--- src/hw/rtl/bpa_pkg.sv ---
// Package for the bitmap page allocator: sizes, codes, interface structs and
// the mask and bit-search helpers shared by the controller. No dependencies.
package bpa_pkg;

  localparam int unsigned MaxPages  = 32768;
  localparam int unsigned WordCount = (MaxPages + 31) / 32;
  localparam int unsigned WordAw    = $clog2(WordCount);
  localparam int unsigned WordsW    = $clog2(WordCount + 1);
  localparam int unsigned PagesW    = $clog2(MaxPages + 1);
  localparam int unsigned PageIdxW  = WordAw + 5;

  localparam logic [31:0] PageMask  = 32'h0000_0FFF;
  localparam logic [31:0] PageBytes = 32'h0000_1000;

  localparam logic CfgRegionBase = 1'b0;
  localparam logic CfgRegionSize = 1'b1;

  typedef enum logic [1:0] {
    ModeAlloc = 2'd0,
    ModeFree  = 2'd1,
    ModeInit  = 2'd2
  } mode_e;

  typedef enum logic [2:0] {
    StatusOk          = 3'd0,
    StatusNoFree      = 3'd1,
    StatusOutOfRange  = 3'd2,
    StatusAlreadyFree = 3'd3,
    StatusNoInit      = 3'd4
  } status_e;

  typedef struct packed {
    logic              re;
    logic              we;
    logic [WordAw-1:0] addr;
    logic [31:0]       wdata;
  } mem_req_t;

  typedef struct packed {
    logic        valid;
    logic [31:0] addr;
    status_e     status;
  } res_t;

  // Bits of word w that lie below the page count cnt.
  function automatic logic [31:0] count_mask(logic [WordAw-1:0] w, logic [PagesW-1:0] cnt);
    logic [31:0] first;
    logic [31:0] left;
    logic [31:0] r;
    first = 32'({w, 5'b00000});
    left  = 32'(cnt) - first;
    if (first >= 32'(cnt)) begin
      r = 32'd0;
    end else if (left >= 32'd32) begin
      r = 32'hFFFF_FFFF;
    end else begin
      r = (32'd1 << left[4:0]) - 32'd1;
    end
    return r;
  endfunction

  function automatic logic [4:0] lowest_bit(logic [31:0] v);
    logic [4:0] r;
    r = 5'd31;
    for (int i = 31; i >= 0; i--) begin
      if (v[i]) begin
        r = 5'(i);
      end
    end
    return r;
  endfunction

endpackage

--- src/hw/rtl/bpa_ctrl.sv ---
// Controller of the bitmap page allocator: region setup, bitmap sweep, word
// search and bit updates. Uses bpa_pkg; drives the bitmap RAM port.
module bpa_ctrl (
  input  logic                clk_i,
  input  logic                rst_ni,
  input  logic                start_i,
  input  logic [1:0]          mode_i,
  input  logic [31:0]         free_address_i,
  input  logic [31:0]         region_base_i,
  input  logic [31:0]         region_size_i,
  input  logic [31:0]         mem_rdata_i,
  output logic                busy_o,
  output bpa_pkg::mem_req_t   mem_o,
  output bpa_pkg::res_t       res_o
);
  import bpa_pkg::*;

  localparam logic [3:0] StIdle  = 4'd0;
  localparam logic [3:0] StInit0 = 4'd1;
  localparam logic [3:0] StInit1 = 4'd2;
  localparam logic [3:0] StInit2 = 4'd3;
  localparam logic [3:0] StClear = 4'd4;
  localparam logic [3:0] StSrch  = 4'd5;
  localparam logic [3:0] StAwr   = 4'd6;
  localparam logic [3:0] StFree0 = 4'd7;
  localparam logic [3:0] StFree1 = 4'd8;

  logic [3:0]        state_q, state_d;
  logic [31:0]       start_q, start_d;
  logic [31:0]       end_q, end_d;
  logic [PagesW-1:0] pages_q, pages_d;
  logic [WordsW-1:0] words_q, words_d;
  logic [WordAw-1:0] hint_q, hint_d;
  logic              init_q, init_d;
  logic [PagesW-1:0] bmp_q, bmp_d;
  logic [WordAw-1:0] rd_w_q, rd_w_d;
  logic [WordsW-1:0] iss_q, iss_d;
  logic              dv_q, dv_d;
  logic [WordAw-1:0] dw_q, dw_d;
  logic              dlast_q, dlast_d;
  logic [WordAw-1:0] fw_q, fw_d;
  logic [4:0]        fbit_q, fbit_d;
  logic [31:0]       fword_q, fword_d;
  logic [31:0]       faddr_q, faddr_d;

  logic [31:0] diff;
  logic [19:0] pg;
  logic [31:0] words_t;
  logic [31:0] bmp_t;
  logic [31:0] free_bits;
  logic [31:0] offs;
  logic [19:0] idx;

  always_comb begin
    state_d = state_q;
    start_d = start_q;
    end_d   = end_q;
    pages_d = pages_q;
    words_d = words_q;
    hint_d  = hint_q;
    init_d  = init_q;
    bmp_d   = bmp_q;
    rd_w_d  = rd_w_q;
    iss_d   = iss_q;
    dv_d    = 1'b0;
    dw_d    = dw_q;
    dlast_d = dlast_q;
    fw_d    = fw_q;
    fbit_d  = fbit_q;
    fword_d = fword_q;
    faddr_d = faddr_q;
    mem_o   = '0;
    res_o   = '{valid: 1'b0, addr: 32'd0, status: StatusOk};

    diff      = end_q - start_q;
    pg        = diff[31:12];
    words_t   = (32'(pages_q) + 32'd31) >> 5;
    bmp_t     = ((words_t << 2) + PageMask) >> 12;
    free_bits = ~mem_rdata_i & count_mask(dw_q, pages_q);
    offs      = faddr_q - start_q;
    idx       = offs[31:12];

    case (state_q)
      StIdle: begin
        if (start_i) begin
          case (mode_e'(mode_i))
            ModeInit: begin
              state_d = StInit0;
            end
            ModeAlloc: begin
              if (!init_q) begin
                res_o.valid  = 1'b1;
                res_o.status = StatusNoInit;
              end else if (words_q == '0) begin
                res_o.valid  = 1'b1;
                res_o.status = StatusNoFree;
              end else begin
                rd_w_d  = hint_q;
                iss_d   = '0;
                state_d = StSrch;
              end
            end
            ModeFree: begin
              if (!init_q) begin
                res_o.valid  = 1'b1;
                res_o.status = StatusNoInit;
              end else begin
                faddr_d = free_address_i;
                state_d = StFree0;
              end
            end
            default: begin
              res_o.valid = 1'b1;
            end
          endcase
        end
      end
      StInit0: begin
        start_d = (region_base_i + PageMask) & ~PageMask;
        end_d   = (region_base_i + region_size_i) & ~PageMask;
        state_d = StInit1;
      end
      StInit1: begin
        if (end_q > start_q) begin
          if (32'(pg) > 32'(MaxPages)) begin
            pages_d = PagesW'(MaxPages);
            end_d   = start_q + (32'(MaxPages) << 12);
          end else begin
            pages_d = PagesW'(pg);
          end
        end else begin
          pages_d = '0;
          end_d   = start_q;
        end
        state_d = StInit2;
      end
      StInit2: begin
        if (bmp_t > 32'(pages_q)) begin
          bmp_t = 32'(pages_q);
        end
        words_d = WordsW'(words_t);
        bmp_d   = PagesW'(bmp_t);
        hint_d  = WordAw'(bmp_t >> 5);
        rd_w_d  = '0;
        if (words_t == 32'd0) begin
          init_d      = 1'b1;
          res_o.valid = 1'b1;
          state_d     = StIdle;
        end else begin
          state_d = StClear;
        end
      end
      StClear: begin
        mem_o.we    = 1'b1;
        mem_o.addr  = rd_w_q;
        mem_o.wdata = count_mask(rd_w_q, bmp_q);
        if (WordsW'(rd_w_q) + WordsW'(1) == words_q) begin
          init_d      = 1'b1;
          res_o.valid = 1'b1;
          state_d     = StIdle;
        end else begin
          rd_w_d = rd_w_q + WordAw'(1);
        end
      end
      StSrch: begin
        if (dv_q && free_bits != 32'd0) begin
          fw_d    = dw_q;
          fbit_d  = lowest_bit(free_bits);
          fword_d = mem_rdata_i;
          state_d = StAwr;
        end else if (dv_q && dlast_q) begin
          res_o.valid  = 1'b1;
          res_o.status = StatusNoFree;
          state_d      = StIdle;
        end else if (iss_q < words_q) begin
          mem_o.re   = 1'b1;
          mem_o.addr = rd_w_q;
          dv_d       = 1'b1;
          dw_d       = rd_w_q;
          dlast_d    = (iss_q + WordsW'(1) == words_q);
          iss_d      = iss_q + WordsW'(1);
          if (WordsW'(rd_w_q) + WordsW'(1) == words_q) begin
            rd_w_d = '0;
          end else begin
            rd_w_d = rd_w_q + WordAw'(1);
          end
        end
      end
      StAwr: begin
        mem_o.we    = 1'b1;
        mem_o.addr  = fw_q;
        mem_o.wdata = fword_q | (32'd1 << fbit_q);
        hint_d      = fw_q;
        res_o.valid = 1'b1;
        res_o.addr  = start_q + 32'({fw_q, fbit_q, 12'h000});
        state_d     = StIdle;
      end
      StFree0: begin
        if (faddr_q < start_q || faddr_q >= end_q) begin
          res_o.valid  = 1'b1;
          res_o.status = StatusOutOfRange;
          state_d      = StIdle;
        end else if (32'(idx) >= 32'(MaxPages)) begin
          res_o.valid  = 1'b1;
          res_o.status = StatusAlreadyFree;
          state_d      = StIdle;
        end else begin
          mem_o.re   = 1'b1;
          mem_o.addr = idx[PageIdxW-1:5];
          fw_d       = idx[PageIdxW-1:5];
          fbit_d     = idx[4:0];
          state_d    = StFree1;
        end
      end
      StFree1: begin
        res_o.valid = 1'b1;
        state_d     = StIdle;
        if (!mem_rdata_i[fbit_q]) begin
          res_o.status = StatusAlreadyFree;
        end else begin
          mem_o.we    = 1'b1;
          mem_o.addr  = fw_q;
          mem_o.wdata = mem_rdata_i & ~(32'd1 << fbit_q);
          if (fw_q < hint_q) begin
            hint_d = fw_q;
          end
        end
      end
      default: begin
        state_d = StIdle;
      end
    endcase
  end

  assign busy_o = (state_q != StIdle);

  always_ff @(posedge clk_i or negedge rst_ni) begin
    if (!rst_ni) begin
      state_q <= StIdle;
      start_q <= '0;
      end_q   <= '0;
      pages_q <= '0;
      words_q <= '0;
      hint_q  <= '0;
      init_q  <= 1'b0;
      dv_q    <= 1'b0;
    end else begin
      state_q <= state_d;
      start_q <= start_d;
      end_q   <= end_d;
      pages_q <= pages_d;
      words_q <= words_d;
      hint_q  <= hint_d;
      init_q  <= init_d;
      dv_q    <= dv_d;
    end
  end

  always_ff @(posedge clk_i) begin
    bmp_q   <= bmp_d;
    rd_w_q  <= rd_w_d;
    iss_q   <= iss_d;
    dw_q    <= dw_d;
    dlast_q <= dlast_d;
    fw_q    <= fw_d;
    fbit_q  <= fbit_d;
    fword_q <= fword_d;
    faddr_q <= faddr_d;
  end

endmodule

--- config.mk ---
export PLATFORM = sky130hd
export DESIGN_NAME = bpa_ctrl
export DESIGN_NICKNAME = d
export VERILOG_FILES = /design/src/hw/rtl/bpa_pkg.sv /design/src/hw/rtl/bpa_ctrl.sv
export SDC_FILE = /design/constraint.sdc
export NUM_CORES = 1
export LEC_CHECK = 0
export BUFFER_PORTS_ARGS = -buffer_cell sky130_fd_sc_hd__buf_2
export CORE_MARGIN = 2
export CORE_UTILIZATION = 30
export CTS_CLUSTER_SIZE = 25
export DETAILED_ROUTE_END_ITERATION = 6
export PLACE_DENSITY = 0.43
export SETUP_SLACK_MARGIN = 0.05
export SKIP_LAST_GASP = 1
export SYNTH_ARGS = -nofsm -noshare
export SYNTH_HDL_FRONTEND = slang
export SYNTH_SLANG_ARGS = --single-unit
--- constraint.sdc ---
create_clock -name clk_i -period 8.6 [get_ports clk_i]
set_input_delay 1.29 -clock clk_i [delete_from_list [all_inputs] [get_ports clk_i]]
set_output_delay 1.29 -clock clk_i [all_outputs]
set_load 0.02 [all_outputs]
==> After elaboration in Yosys (flattened, before gate mapping) <==
Index checks and enable logic that the tools add are counted.
{ "op_classes": {"add_sub_neg": 15, "n_lt_le_gt_ge": 13, "n_eq_ne": 33, "n_shift": 3, "muxes": 127, "bitwise": 7, "reduce_logical": 27} }
{ "ops": {"columns": ["op", "count"], "rows": [
  ["32-bit two-way mux", 7],
  ["10-bit two-way mux", 19],
  ["5-bit two-way mux", 33],
  ["32-bit case mux with 3 select lines", 1],
  ["1-bit by 5-bit << shifter with 32-bit output, first input constant", 3],
  ["11-bit two-way mux", 7],
  ["32-bit bitwise AND", 2],
  ["32-bit by 6-bit >= comparator with 1-bit output, second input constant", 2],
  ["32-bit inverter", 2],
  ["32-bit case mux with 2 select lines", 1],
  ["32-bit by 1-bit subtractor with 32-bit output, second input constant", 2],
  ["32-bit subtractor", 2],
  ["10-bit case mux with 5 select lines", 1],
  ["16-bit two-way mux", 3],
  ["43-bit two-way mux", 1],
  ["10-bit case mux with 4 select lines", 1],
  ["4-bit two-way mux", 9],
  ["16-bit by 15-bit subtractor with 17-bit output", 2],
  ["32-bit by 12-bit adder with 32-bit output, second input constant", 1],
  ["32-bit by 27-bit adder with 32-bit output", 1],
  ["32-bit by 28-bit adder with 32-bit output, second input constant", 1],
  ["32-bit adder", 1],
  ["15-bit by 16-bit >= comparator with 1-bit output", 2],
  ["32-bit >= comparator", 1],
  ["58 further kinds", 120]
]} }
{ "word_totals": {"ff_bits": 222, "out_inout_bits": 81, "elab_cells": 242} }

==> Logic depth before layout (Yosys ltp) <==
Gate-level depths: netlist of the first run.
{ "logic_depth": {"ltp_word": 39, "depth_mapped": 20, "ltp_nobuf": 17} }

==> Worst setup path after synthesis of the first run <==
OpenSTA, ideal clock, no wires.
{ "synth_path": {"path_type": "reg2out", "from": "register pages_q[1]", "to": "output mem_o[32] in the netlist's numbering", "arrival_time_ns": 3.932, "required_ns": 7.310, "path_slack_ns": 3.378, "stages_incl_launch_ff": 20, "path_cell_list": "dfrtp_1 -> clkbuf_1 -> or2_2 -> clkbuf_1 -> nor3_1 -> inv_1 -> ha_1 -> clkbuf_1 -> clkbuf_1 -> nand2_1 -> o22ai_1 -> nor3_1 -> a21oi_1 -> or2_2 -> o41ai_1 -> nand3_1 -> nor3_1 -> or3_1 -> buf_4 -> a221o_1"} }
{ "synth_lines": {"columns": ["item", "line_no", "source"], "rows": [
  ["start, declared", "bpa_ctrl.sv:31", "logic [PagesW-1:0] pages_q, pages_d;"],
  ["start signal, assigned", "bpa_ctrl.sv:251", "pages_q <= pages_d;"],
  ["end, declared", "bpa_ctrl.sv:13", "output bpa_pkg::mem_req_t mem_o,"]
]} }

==> flow_metrics.py, run 1 <==
metrics = {
    "timing": {
        "timing.slew.headroom_pct": 28.5,
        "tightest_slew_ns": 1.06,
        "fmax_ghz": 0.133,
        "setup_ws_ns": 1.09,
        "final.setup_skew_ns": 0.0162,
        "hold_viol_final": 0,
        "slew_violations": 0,
        "rsz0062_at_grt": "false",
        "fin_setup_tns_ns": 0,
        "fin_crit_ns": 7.51,
        "period_share_pct": 87.3,
        "setup_violations": 0,
    },
    "placement": {
        "pre_cts_ws_ns": 1.67,
        "placed_cell_area_um2": 19900,
        "finalWeightedCongestion": 0.880,
        "dp_hpwl_um": 57200,
        "io_buffer_count": 201,
    },
    "yosys": {
        "synth.area.mux_share_pct": 1.88,
        "synth_ff_type": "edfxtp_1",
        "synth_area_um2": 18100,
        "synth_adder_area_share_pct": 11.1,
        "synth_xor_area_share_pct": 6.23,
        "synth-simple-area-share_pct": 19.0,
        "synth.area.top_cells": "edfxtp_1 21%, dfrtp_1 11%, ha_1 11%",
        "yosysSeqAreaShare_pct": 32.5,
        "postSynth.asyncResetShare_pct": 39.5,
        "synthCells": 2145,
        "avgSynthCellArea_um2": 8.45,
        "yosys_warnings": 0,
        "synth_cell_types": 92,
        "ys_ff_latch": 210,
        "synth_top_area_share_pct": 21.0,
        "synth_top_area_cell": "edfxtp_1",
        "synth_compound_area_share_pct": 23.7,
        "synth_edf_count": 127,
        "synth_top_family_by_area": "compound AO/OA/AOI/OAI gates",
    },
    "critical_path": {
        "slowest_delay_ns": 0.75,
        "reg2reg_depth": 16,
        "cp.depth": 18,
        "crit_path_cell_trace": "inv_1 > nand2_1 > nor3_1 > inv_1 > ha_1 > nand2b_1 > nor2_1 > a22o_1 > a22oi_1 > o22ai_1 > o31ai_1 > nand2_1 > a2111oi_2 > nand3_1 > nor3_1 > or3_1 > a221o_1 > buf_2",
        "start_kind": "flop",
        "crit_path_end": "mem_o[34]",
        "path_buf_inv": 3,
        "cp_data_arrival_time_ns": 6.22,
        "crit_required_ns": 7.31,
        "cp_top_family": "simple AND/OR/NAND/NOR gates",
        "reg2reg_to": "fw_q[2]",
        "ff2ff_setup_slack_ns": 2.79,
        "path_max_fanout": 22,
        "crit_type": "flop to output port",
        "timing.rr.start": "pages_q[4]",
        "crit_path_start": "pages_q[4]",
        "end_kind": "output port",
        "crit_path_top_delay_cell": "dfrtp_1",
    },
    "layout": {
        "layout-drive-gt1-share_pct": 13.7,
        "multiInputGateArea_um2": 11400,
        "num_antenna_cells": 0,
        "fin_nets": 2616,
        "syn_to_final_growth_pct": 14.7,
        "finish.instance_area_um2": 20800,
        "register_area_um2": 5890,
        "fill_cells": 6341,
        "final_util_pct": 34.7,
    },
    "die": {
        "std_cell_rows": 90,
        "ios": 214,
        "coreArea_um2": 60000,
        "die_y_um": 250,
        "die_x_um": 250,
        "initial_core_util_pct": 30.2,
        "die_area_um2": 62400,
    },
    "grt": {
        "top_usage_layer": "met2",
        "met3_usage_pct": 2.19,
        "grt_use_met1_pct": 27.4,
        "grt_pass1_wl_um": 107000,
        "met2_usage_pct": 41.2,
        "antenna_found_initial": 0,
        "grt_pass1_vias": 17100,
        "grt_max_degree": 44,
        "gr-total-overflow": 0,
        "grtUsageTotal_pct": 22.5,
    },
    "clock_network": {
        "clock_sinks": 210,
        "cts-resized-gates": 0,
        "cts_tree": "yes",
        "cts_hold_buf": 0,
        "cts_root_buffer": "clkbuf_16",
        "clk_path_buf_depth": 3,
        "htree_levels": 1,
        "cts_setup_buffers": 0,
        "cts_made_buffers": 28,
        "cts.clk_slew.worst_paths_ns": 0.06,
        "clock_latency_ns": 0.58,
    },
    "job": {
        "maxCapViolCount": 0,
    },
    "drt": {
        "wirelength_um": 71400,
        "drtIter0Drc": 1058,
        "vias": 17156,
        "ant_nets": 0,
        "vias_per_cell": 5.48,
        "wl_per_cell_um": 22.8,
        "drc": 0,
        "drt_pre_antenna_iters": 5,
    },
    "run_status": {
        "status": "completed",
    },
    "min_path": {
        "hold_path_class": "flop to flop",
        "hold_path_startpoint": "start_q[31]",
    },
    "power": {
        "power.leakage_uw": 0.00856,
        "power.density_nw_per_um2": 340,
        "peakVddDrop_uv": 163,
    },
}
where the power goes:
group / total (µW) / internal, µW / switching, µW
clock network: 1140 / 658 / 486
registers: 1760 / 1370 / 389
logic: 4160 / 1550 / 2610
total: 7070 / 3580 / 3480
logic make-up after synthesis:
family / count (synthesis)
and+or+nand+nor: 722
AOI/OAI and AO/OA: 668
xor gates and xnor gates: 129
muxes: 21
other: 1
DFF: 210
buffers and inverters: 236
adders and majority gates: 158
through the flow:
step,hold WS (ns),instances,power (µW)
2_1_floorplan,0.450,2170,4550
3_3_place_gp,0.470,3077,5900
3_5_place_dp,0.471,3077,5920
4_1_cts,0.485,3129,7100
5_1_grt,0.506,3129,7610
6_report,0.480,3129,7070
state kept, by name (all words and copies together) (netlist names), 10 cells and up:
register	flops
bmp_q	16
pages_q	16
words_q	11
hint_q	10
start_q	20
faddr_q	32
fw_q	10
dw_q	10
iss_q	11
rd_w_q	10
fword_q	32
end_q	20
worst reg2reg max path, stage by stage (launching register included):
cell and delay, ns:
dfrtp_1 0.75, inv_1 0.33, nand2_1 0.28, nor3_1 0.14, inv_1 0.21, ha_1 0.70, nand2b_1 0.24, nor2_1 0.08
a22o_1 0.21, a22oi_1 0.32, o22ai_1 0.13, o31ai_1 0.21, nand2_1 0.12, a2111oi_2 0.42, nand3_1 0.27, nand3_1 0.33
nand2_1 0.59
layout by cell type, fill, tap and decap left out, types with 13 or more instances in the layout:
cell type | synthesis | layout
xnor2_1 | 87 | 87
conb_1 | 1 | 26
o21ai_0 | 213 | 212
ha_1 | 153 | 153
xor2_1 | 42 | 42
a21o_1 | 31 | 31
buf_4 | 14 | 25
a211oi_1 | 18 | 17
o211ai_1 | 32 | 32
o2111ai_1 | 13 | 13
nor2b_1 | 38 | 38
nand4_1 | 27 | 27
a22o_1 | 15 | 15
o21a_1 | 30 | 30
a21oi_1 | 134 | 134
nor2_1 | 186 | 185
nand2_1 | 207 | 207
and3_1 | 15 | 15
nand2b_1 | 35 | 35
o221ai_1 | 15 | 15
nor4_1 | 22 | 21
dfrtp_1 | 83 | 83
nand3_1 | 65 | 65
clkbuf_16 | 0 | 28
or2_2 | 22 | 22
edfxtp_1 | 127 | 127
buf_2 | 6 | 200
a31oi_1 | 34 | 34
inv_1 | 135 | 135
nor3_1 | 47 | 47
or3_1 | 13 | 13
per-layer routing:
metal / wire length, µm / share of wire (%) / vias up
li1: - / - / 8231
met1: 29700 / 42 / 8307
met2: 36400 / 51 / 512
met3: 3040 / 4.3 / 106
met4: 2330 / 3.3 / 0
met5: 0 / 0 / -
final cells by class:
cell class / count / share of cell area [%]
clock buffer: 36 / 3.51
timing repair buffer: 225 / 5.72
clock inverter: 16 / 0.674
tap: 782 / 4.70
sequential: 210 / 28.3
inverter: 136 / 2.45
multi-input combinational: 1724 / 54.6
Yosys cell counts, drive strengths merged, types with 22 or more instances:
cell type  count
or2           23
xor2          42
xnor2         87
nor2b         38
inv          135
edfxtp       127
nand2b        35
nand4         27
nor3          47
o21ai        220
dfrtp         83
buf           30
a21o          31
ha           153
nor4          22
nand2        208
a21oi        134
o21a          30
nand3         65
nor2         186
a31oi         34
clkbuf        70
o211ai        32
worst min path at each step:
| stage | depth (start not counted) | to |
|---|---|---|
| 2_1_floorplan | 2 | start_q[31] |
| 3_3_place_gp | 2 | start_q[31] |
| 3_5_place_dp | 2 | start_q[31] |
| 4_1_cts | 2 | start_q[31] |
| 5_1_grt | 2 | start_q[31] |
| 6_report | 2 | start_q[31] |
(Power assumes the default switching activity.)
==> run 2: changes to the inputs <==
- PLACE_DENSITY: 0.43 -> 0.44
- clock period: 8.6 -> 6.2 ns (I/O delays scaled with it)
==> flow_metrics.py, run 2 (synthesis gave the netlist of run 1 again) <==
metrics = {
    "clock_network": {
        "htree_levels": 1,
        "cts.clk_slew.worst_paths_ns": 0.06,
        "cts_root_buffer": "clkbuf_16",
        "cts_tree": "yes",
        "clk_path_buf_depth": 3,
        "clock_sinks": 210,
        "cts_hold_buf": 0,
        "cts_made_buffers": 28,
        "clock_latency_ns": 0.58,
    },
    "placement": {
        "io_buffer_count": 201,
        "dp_hpwl_um": 57000,
        "dp.cells": 3092,
        "finalWeightedCongestion": 0.905,
        "pre_cts_ws_ns": 0.494,
    },
    "grt": {
        "grt_pass1_vias": 16895,
        "grt_pass1_wl_um": 106000,
        "grt_max_degree": 44,
        "gr-total-overflow": 0,
        "antenna_found_initial": 0,
        "grtUsageTotal_pct": 22.1,
    },
    "critical_path": {
        "crit_path_top_delay_cell": "fa_1",
        "path_max_fanout": 10,
        "crit_type": "flop to output port",
        "start_kind": "flop",
        "cp_data_arrival_time_ns": 5.03,
        "crit_path_cell_trace": "inv_1 > ha_1 > inv_1 > fa_1 > a21oi_2 > o21a_1 > mux2i_1 > nor4_4 > and3b_2 > a21oi_1 > or2_2 > o41ai_1 > nand3_1 > nor3_2 > or3_1 > buf_4 > a221o_1 > buf_2",
        "end_kind": "output port",
        "slowest_delay_ns": 0.41,
        "crit_required_ns": 5.27,
        "cp_top_family": "simple AND/OR/NAND/NOR gates",
        "path_buf_inv": 4,
        "crit_top_cell": "inv_1",
    },
    "job": {
        "maxCapViolCount": 0,
    },
    "layout": {
        "reg_top3": "faddr_q (32), fword_q (32)",
        "fin_nets": 2636,
        "syn_to_final_growth_pct": 16.5,
        "num_antenna_cells": 0,
        "register_area_um2": 5890,
        "final_util_pct": 35.2,
        "layout-drive-gt1-share_pct": 15.0,
        "final_common_cell": "o21ai_0",
        "fill_cells": 6258,
        "final_cell_mix": "212 x o21ai_0, 206 x nand2_1, 200 x buf_2, 181 x nor2_1, 152 x ha_1",
        "multiInputGateArea_um2": 11400,
        "final_cells": 3148,
    },
    "run_status": {
        "status": "completed",
    },
    "timing": {
        "final.setup_skew_ns": 0.0267,
        "period_share_pct": 96.1,
        "fin_setup_tns_ns": 0,
        "rsz0062_at_grt": "false",
        "fmax_ghz": 0.168,
        "timing.slew.headroom_pct": 25.5,
        "tightest_slew_ns": 1.12,
        "fin_crit_ns": 5.96,
        "setup_violations": 0,
        "setup_ws_ns": 0.244,
        "slew_violations": 0,
        "hold_viol_final": 0,
    },
    "drt": {
        "drc": 0,
        "wirelength_um": 71000,
        "drtIter0Drc": 1201,
        "wl_per_cell_um": 22.6,
        "drt_pre_antenna_iters": 5,
        "ant_nets": 0,
        "vias_per_cell": 5.44,
        "vias": 17113,
    },
    "die": {
        "ios": 214,
        "coreArea_um2": 60000,
        "die_x_um": 250,
        "die_area_um2": 62400,
        "initial_core_util_pct": 30.2,
        "std_cell_rows": 90,
        "die_y_um": 250,
    },
    "min_path": {
        "hold_path_class": "input pin to async pin",
    },
    "power": {
        "power.density_nw_per_um2": 475,
        "power.leakage_uw": 0.00871,
        "peakVddDrop_uv": 198,
    },
}
-- run 2: layout make-up --
type | count | share of cell area, %
sequential | 210 | 27.9
timing repair buffer | 244 | 6.30
clock buffer | 36 | 3.61
multi-input combinational | 1725 | 54.1
tap | 782 | 4.63
clock inverter | 15 | 0.995
inverter | 136 | 2.43
-- run 2: path summary, 6_finish.rpt --
check | startpoint | endpoint | slack (ns) | depth (start not counted)
hold reg to reg | start_q[31] | start_q[31] | 0.49 | 2
hold / removal | rst_ni | end_q[28] | 0.36 | 1
setup / recovery | pages_q[5] | mem_o[41] | 0.24 | 18
max in group asynchronous | rst_ni | hint_q[2] | 4.77 | 2
setup reg to reg | start_q[12] | end_q[22] | 1.27 | 16
min in group clk_i | start_q[31] | start_q[31] | 0.49 | 2
-- run 2: per-stage QoR --
stage                     instance area, µm²  power [µW]  hold WS (ns)
after floorplan                        18200        6310         0.450
after global placement                 20000        8210         0.471
after detailed placement               20000        8250         0.476
after CTS                              21000       10000         0.356
after global routing                   21100       10800         0.381
final                                  21100       10000         0.361
-- run 2: power breakdown --
group          internal (µW)  switching, µW  total [µW]
Combinational           2200           3660        5860
Clock                   1070            671        1740
Sequential              1910            530        2440
Total                   5180           4860       10000
-- run 2: routing by layer --
| metal | wire (µm) | share of wire, % | global-route usage [%] |
|---|---|---|---|
| met5 | 0 | 0 | 0 |
| met4 | 2690 | 3.8 | 7.80 |
| met3 | 3200 | 4.5 | 2.29 |
| met2 | 35400 | 50 | 40.0 |
| met1 | 29700 | 42 | 27.0 |
-- run 2: what timing repair did --
item / CTS / global route
pin swaps: 1 / 3
gates cloned: 0 / 1
setup buffers: 0 / 4
setup endpoints to repair: 10 / 12
resized for setup: 4 / 12
==> run 3: changes to the inputs <==
- PLACE_DENSITY: 0.44 -> 0.43
- clock period: 6.2 -> 6.3 ns (I/O delays scaled with it)
==> flow_metrics.py, run 3 (synthesis gave the netlist of run 1 again) <==
metrics = {
    "run_status": {
        "status": "completed",
    },
    "power": {
        "power.density_nw_per_um2": 477,
        "finalPower_uw": 10100,
        "peakVddDrop_uv": 254,
        "power.leakage_uw": 0.00875,
    },
    "timing": {
        "rsz0062_at_grt": "false",
        "slew_violations": 0,
        "period_share_pct": 95.4,
        "timing.slew.headroom_pct": 24.8,
        "setup_violations": 0,
        "fmax_ghz": 0.166,
        "tightest_slew_ns": 1.12,
        "hold_viol_final": 0,
        "fin_setup_tns_ns": 0,
        "fin_crit_ns": 6.01,
        "final.setup_skew_ns": 0.0259,
    },
    "die": {
        "die_x_um": 250,
        "die_y_um": 250,
        "initial_core_util_pct": 30.2,
        "std_cell_rows": 90,
        "coreArea_um2": 60000,
        "die_area_um2": 62400,
        "ios": 214,
    },
    "drt": {
        "drtIter0Drc": 1337,
        "wl_per_cell_um": 23.1,
        "ant_nets": 0,
        "drc": 0,
        "vias_per_cell": 5.49,
        "vias": 17263,
        "drt_pre_antenna_iters": 6,
        "wirelength_um": 72600,
    },
    "critical_path": {
        "crit_type": "flop to output port",
        "end_kind": "output port",
        "start_kind": "flop",
        "crit_required_ns": 5.35,
        "cp_data_arrival_time_ns": 5.07,
        "path_max_fanout": 19,
    },
    "clock_network": {
        "cts_tree": "yes",
        "clock_latency_ns": 0.58,
        "htree_levels": 1,
        "cts.clk_slew.worst_paths_ns": 0.06,
        "clk_path_buf_depth": 3,
        "cts_made_buffers": 29,
        "cts_setup_buffers": 0,
        "cts_root_buffer": "clkbuf_16",
        "cts_hold_buf": 0,
        "clock_sinks": 210,
    },
    "layout": {
        "register_area_um2": 5890,
        "final_common_cell": "o21ai_0",
        "reg_top3": "faddr_q (32), fword_q (32)",
        "syn_to_final_growth_pct": 16.8,
        "final_cell_mix": "211 x o21ai_0, 207 x nand2_1, 200 x buf_2, 184 x nor2_1, 153 x ha_1",
        "num_antenna_cells": 0,
        "fin_nets": 2634,
        "layout-drive-gt1-share_pct": 15.0,
        "final_util_pct": 35.3,
        "multiInputGateArea_um2": 11400,
        "fill_cells": 6294,
    },
    "placement": {
        "io_buffer_count": 201,
        "dp_hpwl_um": 58000,
        "finalWeightedCongestion": 0.921,
    },
    "grt": {
        "grt_pass1_vias": 17035,
        "grtUsageTotal_pct": 22.7,
        "grt_max_degree": 48,
        "gr-total-overflow": 0,
        "antenna_found_initial": 1,
        "grt_pass1_wl_um": 108000,
    },
    "min_path": {
        "hold_path_class": "input pin to async pin",
    },
    "job": {
        "maxCapViolCount": 0,
    },
}
[run 3: path summary, 6_finish.rpt]
path | from | to | slack [ns] | cells after the start
min | rst_ni | end_q[13] | 0.36 | 1
min reg2reg | start_q[31] | start_q[31] | 0.50 | 2
max | pages_q[5] | mem_o[34] | 0.29 | 19
max reg2reg | start_q[12] | pages_q[11] | 1.33 | 13
max in group asynchronous | rst_ni | hint_q[1] | 4.83 | 2
min in group clk_i | start_q[31] | start_q[31] | 0.50 | 2
[run 3: critical path: stages (launching register included)]
cell and delay [ns]:
dfrtp_1 0.40, inv_1 0.13, ha_1 0.20, inv_1 0.06, fa_1 0.40, a21oi_1 0.29
o211a_1 0.24, o211ai_1 0.13, o211ai_1 0.34, nand2_1 0.23, nor2_2 0.28, buf_12 0.19
o21ai_0 0.10, o41ai_2 0.35, nand3_2 0.20, nor3_1 0.25, or3_1 0.14, buf_4 0.20
a221o_1 0.17, buf_2 0.17
[run 3: area by class of cell]
type	instances	area share [%]
flip-flops and latches	210	27.8
repair buffers	242	6.27
clock buffers	35	3.77
clock inverters	18	1.34
multi-input cells	1724	53.8
well taps	782	4.62
inverters	136	2.41
[run 3: where the power goes]
part / total [µW] / leakage (µW) / internal (µW) / switching (µW)
Clock: 1880 / 0.000528 / 1190 / 697
Combinational: 5850 / 0.00603 / 2170 / 3680
Sequential: 2370 / 0.00219 / 1880 / 497
[run 3: metal layers]
layer | share of wire (%) | track usage, % | up-vias | wire (µm)
met3 | 4.2 | 2.42 | 98 | 3050
met4 | 4.1 | 8.64 | 0 | 2970
met5 | 0 | 0 | - | 0
li1 | - | - | 8245 | -
met2 | 50 | 40.6 | 510 | 36200
met1 | 42 | 27.8 | 8410 | 30400
[run 3: per-stage QoR]
step	instances	hold slack [ns]	instance area, µm²	setup WS, ns
2_1_floorplan	2170	0.450	18200	1.42
3_3_place_gp	3094	0.474	20100	0.610
3_5_place_dp	3094	0.485	20100	0.489
4_1_cts	3147	0.370	21200	0.0933
5_1_grt	3147	0.397	21200	0.0523
6_report	3147	0.362	21200	0.287
[run 3: what timing repair did]
| item | 4_1_cts | 5_1_grt |
|---|---|---|
| endpoints found under the setup margin | 10 | 10 |
| gates resized for setup | 3 | 5 |
| pin swaps | 0 | 1 |
